## src/hdl/fre_pkg.sv

```systemverilog
package fre_pkg;

  localparam int unsigned CONTEXTS    = 5;
  localparam int unsigned MAX_FRAGS   = 68;
  localparam int unsigned FRAG_BYTES  = 30;
  localparam int unsigned CTX_W       = (CONTEXTS > 1) ? $clog2(CONTEXTS) : 1;
  localparam int unsigned CTX_ROW     = MAX_FRAGS * FRAG_BYTES;
  localparam int unsigned STORE_DEPTH = CONTEXTS * CTX_ROW;
  localparam int unsigned ADDR_W      = $clog2(STORE_DEPTH);
  localparam logic [15:0] TIMEOUT_RST = 16'd5000;

  localparam logic [1:0] CMD_TICK    = 2'd0;
  localparam logic [1:0] CMD_BYTE    = 2'd1;
  localparam logic [1:0] CMD_READ    = 2'd2;
  localparam logic [1:0] CMD_RELEASE = 2'd3;

  localparam logic [2:0] ST_OK       = 3'd0;
  localparam logic [2:0] ST_STORED   = 3'd1;
  localparam logic [2:0] ST_COMPLETE = 3'd2;
  localparam logic [2:0] ST_DUP      = 3'd3;
  localparam logic [2:0] ST_NO_CTX   = 3'd4;
  localparam logic [2:0] ST_BAD_NUM  = 3'd5;
  localparam logic [2:0] ST_DROPPED  = 3'd6;

  typedef struct packed {
    logic [1:0]  command;
    logic [7:0]  pkt_tag;
    logic [6:0]  fragment_number;
    logic        is_last_fragment;
    logic [4:0]  byte_offset;
    logic [7:0]  data_byte;
    logic [2:0]  read_context;
    logic [10:0] read_address;
  } item_t;

  typedef struct packed {
    logic [2:0]  status;
    logic [2:0]  context_index;
    logic [7:0]  done_pkt_tag;
    logic [10:0] packet_length;
    logic [2:0]  expired_count;
  } result_t;

  typedef struct packed {
    logic              we;
    logic              re;
    logic [ADDR_W-1:0] addr;
    logic [7:0]        wdata;
  } ram_req_t;

endpackage

```

## src/hdl/fre_ctx.sv

```systemverilog
module fre_ctx (
  input  logic             clk_i,
  input  logic             rst_ni,
  input  logic             cfg_we_i,
  input  logic [15:0]      cfg_wdata_i,
  input  logic             item_valid_i,
  input  fre_pkg::item_t   item_i,
  output fre_pkg::result_t result_o,
  output fre_pkg::ram_req_t ram_req_o
);
  import fre_pkg::*;

  logic [CONTEXTS-1:0]  busy_q, busy_d, done_q, done_d;
  logic [7:0]           packet_q [CONTEXTS];
  logic [7:0]           packet_d [CONTEXTS];
  logic [6:0]           total_q  [CONTEXTS];
  logic [6:0]           total_d  [CONTEXTS];
  logic [15:0]          age_q    [CONTEXTS];
  logic [15:0]          age_d    [CONTEXTS];
  logic [MAX_FRAGS-1:0] seen_q   [CONTEXTS];
  logic [MAX_FRAGS-1:0] seen_d   [CONTEXTS];
  logic                 open_vld_q, open_vld_d;
  logic [CTX_W-1:0]     open_ctx_q, open_ctx_d;
  logic [6:0]           open_frag_q, open_frag_d;
  logic [15:0]          timeout_q;

  logic                 match_hit, free_hit, alloc, complete, rc_ok, rd_ok, go;
  logic [CTX_W-1:0]     match_idx, free_idx, ctx_sel, rc_idx;
  logic [MAX_FRAGS-1:0] row_eff, row_new, frag_bit, total_mask;
  logic [6:0]           total_eff;
  logic [15:0]          age_n;
  logic [4:0]           exp_cnt;

  // Parallel compare over contexts, lowest index wins
  always_comb begin
    match_hit = 1'b0;
    match_idx = '0;
    free_hit  = 1'b0;
    free_idx  = '0;
    for (int i = CONTEXTS - 1; i >= 0; i--) begin
      if (busy_q[i] && !done_q[i] && packet_q[i] == item_i.pkt_tag) begin
        match_hit = 1'b1;
        match_idx = CTX_W'(i);
      end
      if (!busy_q[i]) begin
        free_hit = 1'b1;
        free_idx = CTX_W'(i);
      end
    end
  end

  assign alloc   = (item_i.byte_offset == 5'd0) && !match_hit;
  assign ctx_sel = (item_i.byte_offset != 5'd0) ? open_ctx_q :
                   (match_hit ? match_idx : free_idx);
  assign row_eff  = alloc ? '0 : seen_q[ctx_sel];
  assign frag_bit = MAX_FRAGS'(1) << item_i.fragment_number;
  assign row_new  = row_eff | frag_bit;
  assign total_eff = item_i.is_last_fragment ? 7'(item_i.fragment_number + 7'd1) :
                     (alloc ? 7'd0 : total_q[ctx_sel]);

  always_comb begin
    for (int j = 0; j < MAX_FRAGS; j++) begin
      total_mask[j] = (j < int'(total_eff));
    end
  end

  assign complete = (total_eff != 7'd0) && (&(row_new | ~total_mask));

  assign rc_idx = CTX_W'(item_i.read_context);
  assign rc_ok  = (int'(item_i.read_context) < CONTEXTS);
  assign rd_ok  = rc_ok && done_q[rc_idx] &&
                  (int'(item_i.read_address) < int'(total_q[rc_idx]) * FRAG_BYTES) &&
                  (int'(item_i.read_address) < CTX_ROW);

  always_comb begin
    busy_d      = busy_q;
    done_d      = done_q;
    packet_d    = packet_q;
    total_d     = total_q;
    age_d       = age_q;
    seen_d      = seen_q;
    open_vld_d  = open_vld_q;
    open_ctx_d  = open_ctx_q;
    open_frag_d = open_frag_q;
    result_o    = '0;
    ram_req_o   = '0;
    exp_cnt     = '0;
    age_n       = '0;
    go          = 1'b0;
    if (item_valid_i) begin
      unique case (item_i.command)
        CMD_TICK: begin
          for (int i = 0; i < CONTEXTS; i++) begin
            if (busy_q[i] && !done_q[i]) begin
              age_n = (age_q[i] == 16'hFFFF) ? age_q[i] : age_q[i] + 16'd1;
              age_d[i] = age_n;
              if (age_n > timeout_q) begin
                busy_d[i] = 1'b0;
                exp_cnt   = exp_cnt + 5'd1;
                if (open_vld_q && open_ctx_q == CTX_W'(i)) begin
                  open_vld_d = 1'b0;
                end
              end
            end
          end
          result_o.expired_count = (exp_cnt > 5'd7) ? 3'd7 : exp_cnt[2:0];
        end
        CMD_BYTE: begin
          if (int'(item_i.byte_offset) >= FRAG_BYTES) begin
            result_o.status = ST_DROPPED;
          end else if (item_i.byte_offset == 5'd0) begin
            open_vld_d = 1'b0;
            if (int'(item_i.fragment_number) >= MAX_FRAGS) begin
              result_o.status = ST_BAD_NUM;
            end else if (!match_hit && !free_hit) begin
              result_o.status = ST_NO_CTX;
            end else begin
              if (alloc) begin
                seen_d[ctx_sel]   = '0;
                busy_d[ctx_sel]   = 1'b1;
                done_d[ctx_sel]   = 1'b0;
                packet_d[ctx_sel] = item_i.pkt_tag;
                total_d[ctx_sel]  = 7'd0;
                age_d[ctx_sel]    = 16'd0;
              end
              result_o.context_index = 3'(ctx_sel);
              if ((row_eff & frag_bit) != '0) begin
                result_o.status = ST_DUP;
              end else begin
                open_vld_d  = 1'b1;
                open_ctx_d  = ctx_sel;
                open_frag_d = item_i.fragment_number;
                go          = 1'b1;
              end
            end
          end else begin
            if (open_vld_q && open_frag_q == item_i.fragment_number &&
                busy_q[open_ctx_q] && !done_q[open_ctx_q] &&
                packet_q[open_ctx_q] == item_i.pkt_tag) begin
              result_o.context_index = 3'(ctx_sel);
              go = 1'b1;
            end else begin
              result_o.status = ST_DROPPED;
            end
          end
          if (go) begin
            ram_req_o.we    = 1'b1;
            ram_req_o.addr  = ADDR_W'(int'(ctx_sel) * CTX_ROW +
                              int'(item_i.fragment_number) * FRAG_BYTES +
                              int'(item_i.byte_offset));
            ram_req_o.wdata = item_i.data_byte;
            result_o.status = ST_STORED;
            // Final byte: mark fragment received, check for a whole packet
            if (int'(item_i.byte_offset) == FRAG_BYTES - 1) begin
              open_vld_d       = 1'b0;
              seen_d[ctx_sel]  = row_new;
              age_d[ctx_sel]   = 16'd0;
              total_d[ctx_sel] = total_eff;
              if (complete) begin
                done_d[ctx_sel]          = 1'b1;
                result_o.status          = ST_COMPLETE;
                result_o.done_pkt_tag    = item_i.pkt_tag;
                result_o.packet_length   = 11'(int'(total_eff) * FRAG_BYTES);
              end
            end
          end
        end
        CMD_READ: begin
          result_o.context_index = item_i.read_context;
          if (rd_ok) begin
            ram_req_o.re   = 1'b1;
            ram_req_o.addr = ADDR_W'(int'(rc_idx) * CTX_ROW + int'(item_i.read_address));
          end else begin
            result_o.status = ST_DROPPED;
          end
        end
        CMD_RELEASE: begin
          result_o.context_index = item_i.read_context;
          if (rc_ok) begin
            busy_d[rc_idx] = 1'b0;
            done_d[rc_idx] = 1'b0;
            if (open_vld_q && open_ctx_q == rc_idx) begin
              open_vld_d = 1'b0;
            end
          end else begin
            result_o.status = ST_DROPPED;
          end
        end
        default: ;
      endcase
    end
  end

  always_ff @(posedge clk_i or negedge rst_ni) begin
    if (!rst_ni) begin
      busy_q      <= '0;
      done_q      <= '0;
      open_vld_q  <= 1'b0;
      open_ctx_q  <= '0;
      open_frag_q <= '0;
      timeout_q   <= TIMEOUT_RST;
      for (int i = 0; i < CONTEXTS; i++) begin
        packet_q[i] <= '0;
        total_q[i]  <= '0;
        age_q[i]    <= '0;
        seen_q[i]   <= '0;
      end
    end else begin
      busy_q      <= busy_d;
      done_q      <= done_d;
      open_vld_q  <= open_vld_d;
      open_ctx_q  <= open_ctx_d;
      open_frag_q <= open_frag_d;
      if (cfg_we_i) begin
        timeout_q <= cfg_wdata_i;
      end
      packet_q <= packet_d;
      total_q  <= total_d;
      age_q    <= age_d;
      seen_q   <= seen_d;
    end
  end

  for (genvar g = 0; g < CONTEXTS; g++) begin : g_chk
    a_done_busy: assert property (@(posedge clk_i) disable iff (!rst_ni)
      done_q[g] |-> busy_q[g])
      else $error("context done without being busy");
  end

  a_open_live: assert property (@(posedge clk_i) disable iff (!rst_ni)
    open_vld_q |-> (busy_q[open_ctx_q] && !done_q[open_ctx_q]))
    else $error("open fragment points at a context that is not collecting");

endmodule

```

## config.mk

```make
export PLATFORM = sky130hd
export DESIGN_NAME = fre_ctx
export DESIGN_NICKNAME = d
export VERILOG_FILES = /design/src/hdl/fre_pkg.sv /design/src/hdl/fre_ctx.sv
export SDC_FILE = /design/constraint.sdc
export NUM_CORES = 2
export LEC_CHECK = 0
export BUFFER_PORTS_ARGS = -buffer_cell sky130_fd_sc_hd__buf_2
export CAP_MARGIN = 20
export CORE_MARGIN = 4
export CORE_UTILIZATION = 41
export DETAILED_ROUTE_END_ITERATION = 10
export GPL_ROUTABILITY_DRIVEN = 0
export PLACE_DENSITY = 0.53
export SLEW_MARGIN = 0
export SYNTH_ARGS = -nofsm -noshare
export SYNTH_HDL_FRONTEND = slang
export SYNTH_SLANG_ARGS = --single-unit
```

## constraint.sdc

```tcl
create_clock -name clk_i -period 25.2 [get_ports clk_i]
set_clock_uncertainty 0.05 [all_clocks]
set_input_delay 3.78 -clock clk_i [delete_from_list [all_inputs] [get_ports clk_i]]
set_output_delay 3.78 -clock clk_i [all_outputs]
set_load 0.02 [all_outputs]
```

# ---- After elaboration in Yosys (flattened, before gate mapping)
# Cells that the tools add are included.
dict set report word_totals {
  register_bits 532
  in_bits 65
  wordCells 470
}
dict set report classes {
  n_bitwise 25
  multipliers 5
  reduce_logical 62
  addsub 13
  n_lt_le_gt_ge 88
  muxes 208
  shift 1
  n_eq_ne 38
}
# cell count
set op_table {}
lappend op_table {{$mux 340} 9}
lappend op_table {{$mux 80} 9}
lappend op_table {{$and 340x340->340} 1}
lappend op_table {{$bwmux 340} 1}
lappend op_table {{$not 340->340} 1}
lappend op_table {{$mux 35} 9}
lappend op_table {{$mux 68} 4}
lappend op_table {{$lt 6x7->1 const A} 32}
lappend op_table {{$bmux 68 s3} 1}
lappend op_table {{$demux 68 s3} 1}
lappend op_table {{$mux 16} 11}
lappend op_table {{$mux 5} 35}
lappend op_table {{$and 80x80->80} 2}
lappend op_table {{$pmux 80 s2} 1}
lappend op_table {{$or 68x68->68} 2}
lappend op_table {{$lt 5x7->1 const A} 16}
lappend op_table {{$add 16x1->16 const B} 5}
lappend op_table {{$eq 16x16->1 const B} 5}
lappend op_table {{$gt 16x16->1} 5}
lappend op_table {{$not 80->80} 1}
lappend op_table {{$mux 19} 4}
lappend op_table {{$mux 3} 25}
lappend op_table {{$and 68x68->68} 1}
lappend op_table {{$not 68->68} 1}
lappend op_table {{other kinds (80)} 258}

# ---- Logic depth before layout (Yosys ltp)
dict set report logic_depth {
  ltp_word 31
  depth_mapped 33
  mapped_depth_nobuf 32
}

# ---- Worst setup path before layout
# Ideal clock, no wire load.
dict set report synth_timing {
  path_kind {in2out}
  from {input item_i[42] (netlist name)}
  to {output ram_req_o[21] (netlist name)}
  required_ns 21.370
  t_arrival_ns 9.616
  path_buffers 6
  path_stages 28
  setup_slack_ns 11.754
  cell_sequence {buf_2 buf_2 xnor2_1 nand4_1 or4_4 and3_1 buf_6 a32o_2 buf_2 buf_2 clkbuf_1 fa_1 ha_1 inv_1 fa_1 inv_1 fa_1 ha_1 ha_1 inv_1 o21bai_1 a21oi_1 o21bai_1 a21oi_1 o21bai_1 a21oi_1 xnor2_1 o22ai_1}
}
# item line_no
set synth_rtl {}
lappend synth_rtl {{from (decl)} fre_ctx.sv:7} ;# input fre_pkg::item_t item_i,
lappend synth_rtl {{to (decl)} fre_ctx.sv:9} ;# output fre_pkg::ram_req_t ram_req_o

==> results.py <==
metrics = {
    "status": {
        "status": "completed",
    },
    "detailed_routing": {
        "drc_errors": 0,
        "routedWlPerCell_um": 25.78,
        "drt-total-wl_um": 135100,
        "ant_nets": 0,
        "drt-initial-drc-count": 3870,
        "num_vias": 32310,
        "drt_pass1_iterations": 9,
        "viasPerCell": 6.166,
    },
    "cells_and_area": {
        "fin_util_pct": 45.67,
        "drive_above_1_share_pct": 10.65,
        "stdcell_count": 5240,
        "area_delta_synth_final_pct": 10.42,
        "n_antenna_cell": 0,
        "nNetsFinal": 4369,
        "final_area_um2": 39620,
        "fill_cells": 8594,
    },
    "critical_path": {
        "rr_worst_depth": 22,
        "crit_type": "input port to output port",
        "endpoint_kind": "output port",
        "start_kind": "input port",
        "rr_startpoint": "busy_q[1]",
        "cp.arrival_ps": 12230,
        "worst-endpoint-required_ps": 21370,
        "crit_path_max_fanout": 57,
        "r2r_end": "done_q[2]",
        "r2r_slack_ps": 17140,
    },
    "synthesis": {
        "async_flop_share_pct": 100.0,
        "synth_seq_cells": 532,
        "syn_area_um2": 35880,
        "synthTopCellsByArea": "dfrtp_1, ha_1, o21ai_0",
        "synth_nets": 4369,
        "syn-mean-instance-area_um2": 8.886,
        "synth_seq_area_share_pct": 37.12,
        "yosys.area.top_type_share_pct": 36.75,
        "yosysMostFrequentCell": "nand2_1",
        "synth_edf_count": 0,
        "synthFlopType": "dfrtp_1",
        "synth.distinct_cells": 107,
        "yosys.area.top_type": "dfrtp_1",
        "yosysWarnings": 0,
        "yosys-top-cells-count": "nand2_1, dfrtp_1, o21ai_0, ha_1, nor2_1",
        "synthCells": 4038,
    },
    "clocking": {
        "clock_path_buffers": 3,
        "clk_root_buffer_cell": "clkbuf_16",
        "htree_levels": 3,
        "cts_hold_buf": 0,
        "cts_tree": "built",
        "cts_resized": 0,
        "clkLatencyLatePin_ps": 630,
        "clkSlewWorstSetupHoldPaths_ps": 50,
        "cts_setup_buffers": 0,
        "clkSinkCount": 532,
        "cts_buffers": 66,
    },
    "timing": {
        "tightest_slew_ps": 1171,
        "fin_ws_ps": 9138,
        "holdWs_ps": 417.6,
        "rsz0062_at_grt": "false",
        "finalHoldViolations": 0,
        "timing.final.crit_share_pct": 63.74,
        "slew_violations": 0,
        "setup_viol": 0,
        "finalCriticalPeriod_ps": 16060,
        "slew_headroom_pct": 21.61,
        "tns_ps": 0,
        "max_freq_mhz": 62.26,
    },
    "power_and_ir_drop": {
        "power_leakage_nw": 17.78,
        "p_total_mw": 2.462,
        "vdd_ir_drop_max_v": 0.00005909,
        "power_density_nw_per_um2": 62.15,
    },
    "die": {
        "io_pins": 117,
        "dieArea_um2": 92310,
        "core.rowCount": 108,
        "die_h_um": 303.8,
        "die_width_um": 303.8,
        "core_um2": 86750,
        "initial_core_util_pct": 41.36,
    },
    "placement": {
        "dpl_cell_area_um2": 37380,
        "post-dp-hpwl_um": 90200,
        "io_buffers": 115,
        "place.detailed.instances": 5121,
        "pre_cts_slack_ps": 9395,
    },
    "global_routing": {
        "grt_use_total_pct": 28.50,
        "grt_remaining_overflow": 0,
        "antenna_found_initial": 1,
        "grt_pass1_vias": 31350,
        "grt_max_degree": 147,
        "grt_pass1_wl_um": 204500,
    },
    "job": {
        "cap_violations": 0,
    },
    "min_path": {
        "hp-start": "seen_q[145]",
        "hold_path.class": "register to register",
        "min_to": "seen_q[145]",
        "min_path_cells": 2,
    },
}
[placed cells by master (no fill, tap or decap), drive strengths merged, types with 29 or more instances in the layout]
| master | instances |
|---|---|
| a221oi | 67 |
| nor3 | 66 |
| o21ai | 490 |
| mux2 | 60 |
| fa | 49 |
| nand2 | 613 |
| a22o | 76 |
| nor2b | 33 |
| and3 | 29 |
| o21a | 34 |
| and2 | 79 |
| nand4 | 88 |
| ha | 217 |
| nand3 | 92 |
| a211oi | 57 |
| nor2 | 187 |
| a22oi | 29 |
| inv | 160 |
| clkbuf | 95 |
| dfrtp | 527 |
| a21oi | 171 |
| buf | 189 |
| a31oi | 57 |
| o211a | 31 |
| mux2i | 39 |
| xnor2 | 94 |
| a21o | 42 |
| xor2 | 66 |
[metal layers]
metal | share of wire, % | track usage (%)
met1 | 43 | 39.10
met2 | 44 | 44.65
met3 | 8.2 | 5.435
met4 | 4.6 | 11.17
met5 | 0 | 0
[registers in the layout, indices dropped and copies added, names as in the netlist, 5 cells and up]
name         cells
timeout_q       16
seen_q         340
packet_q        40
age_q           80
total_q         35
done_q           5
open_frag_q      7
busy_q           5
[final cells by class]
cell class                      instances  area (um^2)  area share [%]
Inverter                              163        618.1           1.560
Multi-Input combinational cell       3085        20870           52.68
Sequential cell                       532        13320           33.62
Clock inverter                         21        229.0          0.5779
Tap cell                             1155         1445           3.648
Clock buffer                           94         1961           4.949
Timing Repair Buffer                  190         1176           2.969
[report_power, final]
group | switching, mW | internal (mW) | leakage (nW)
clock | 0.395 | 0.574 | 1.08
sequential | 0.0213 | 0.871 | 7.34
combinational | 0.394 | 0.208 | 9.35
[worst max-delay path by stage]
stage | start | end | slack, ps | depth (start not counted)
after detailed placement | item_i[23] | result_o[8] | 9400 | 26
after CTS | item_i[23] | result_o[8] | 9370 | 26
after floorplan | item_i[42] | ram_req_o[21] | 11750 | 28
after global placement | item_i[23] | result_o[8] | 9500 | 26
final | item_i[23] | result_o[8] | 9140 | 26
after global routing | item_i[23] | result_o[8] | 8690 | 26
[cell families after synthesis]
| kind of cell | count (synthesis) | share of synthesized area [%] |
|---|---|---|
| AOI/OAI and AO/OA | 1269 | 23.44 |
| xor gates and xnor gates | 161 | 3.968 |
| adders and majority gates | 266 | 10.30 |
| buffers and inverters | 421 | 4.948 |
| DFF | 532 | 37.12 |
| muxes | 110 | 3.661 |
| other | 1 | 0.01045 |
| and+or+nand+nor | 1278 | 16.55 |
[critical path, cell delays in order]
cell and delay (ps):
buf_2 120, nor3_1 240, and2_1 680, nand3_2 800
o21ai_4 330, buf_4 690, inv_2 420, nor2_1 190
nor2_1 50, o21ai_0 120, o21ai_0 90, a22oi_1 780
inv_1 300, ha_1 370, clkinv_1 240, a21oi_1 100
o21ai_0 250, a211o_1 150, o21ai_0 100, a2111oi_0 440
nand4_1 170, a2111oi_2 230, nand4_1 190, nor4b_4 890
nor3b_1 250, buf_2 190
(Power assumes the default switching activity.)
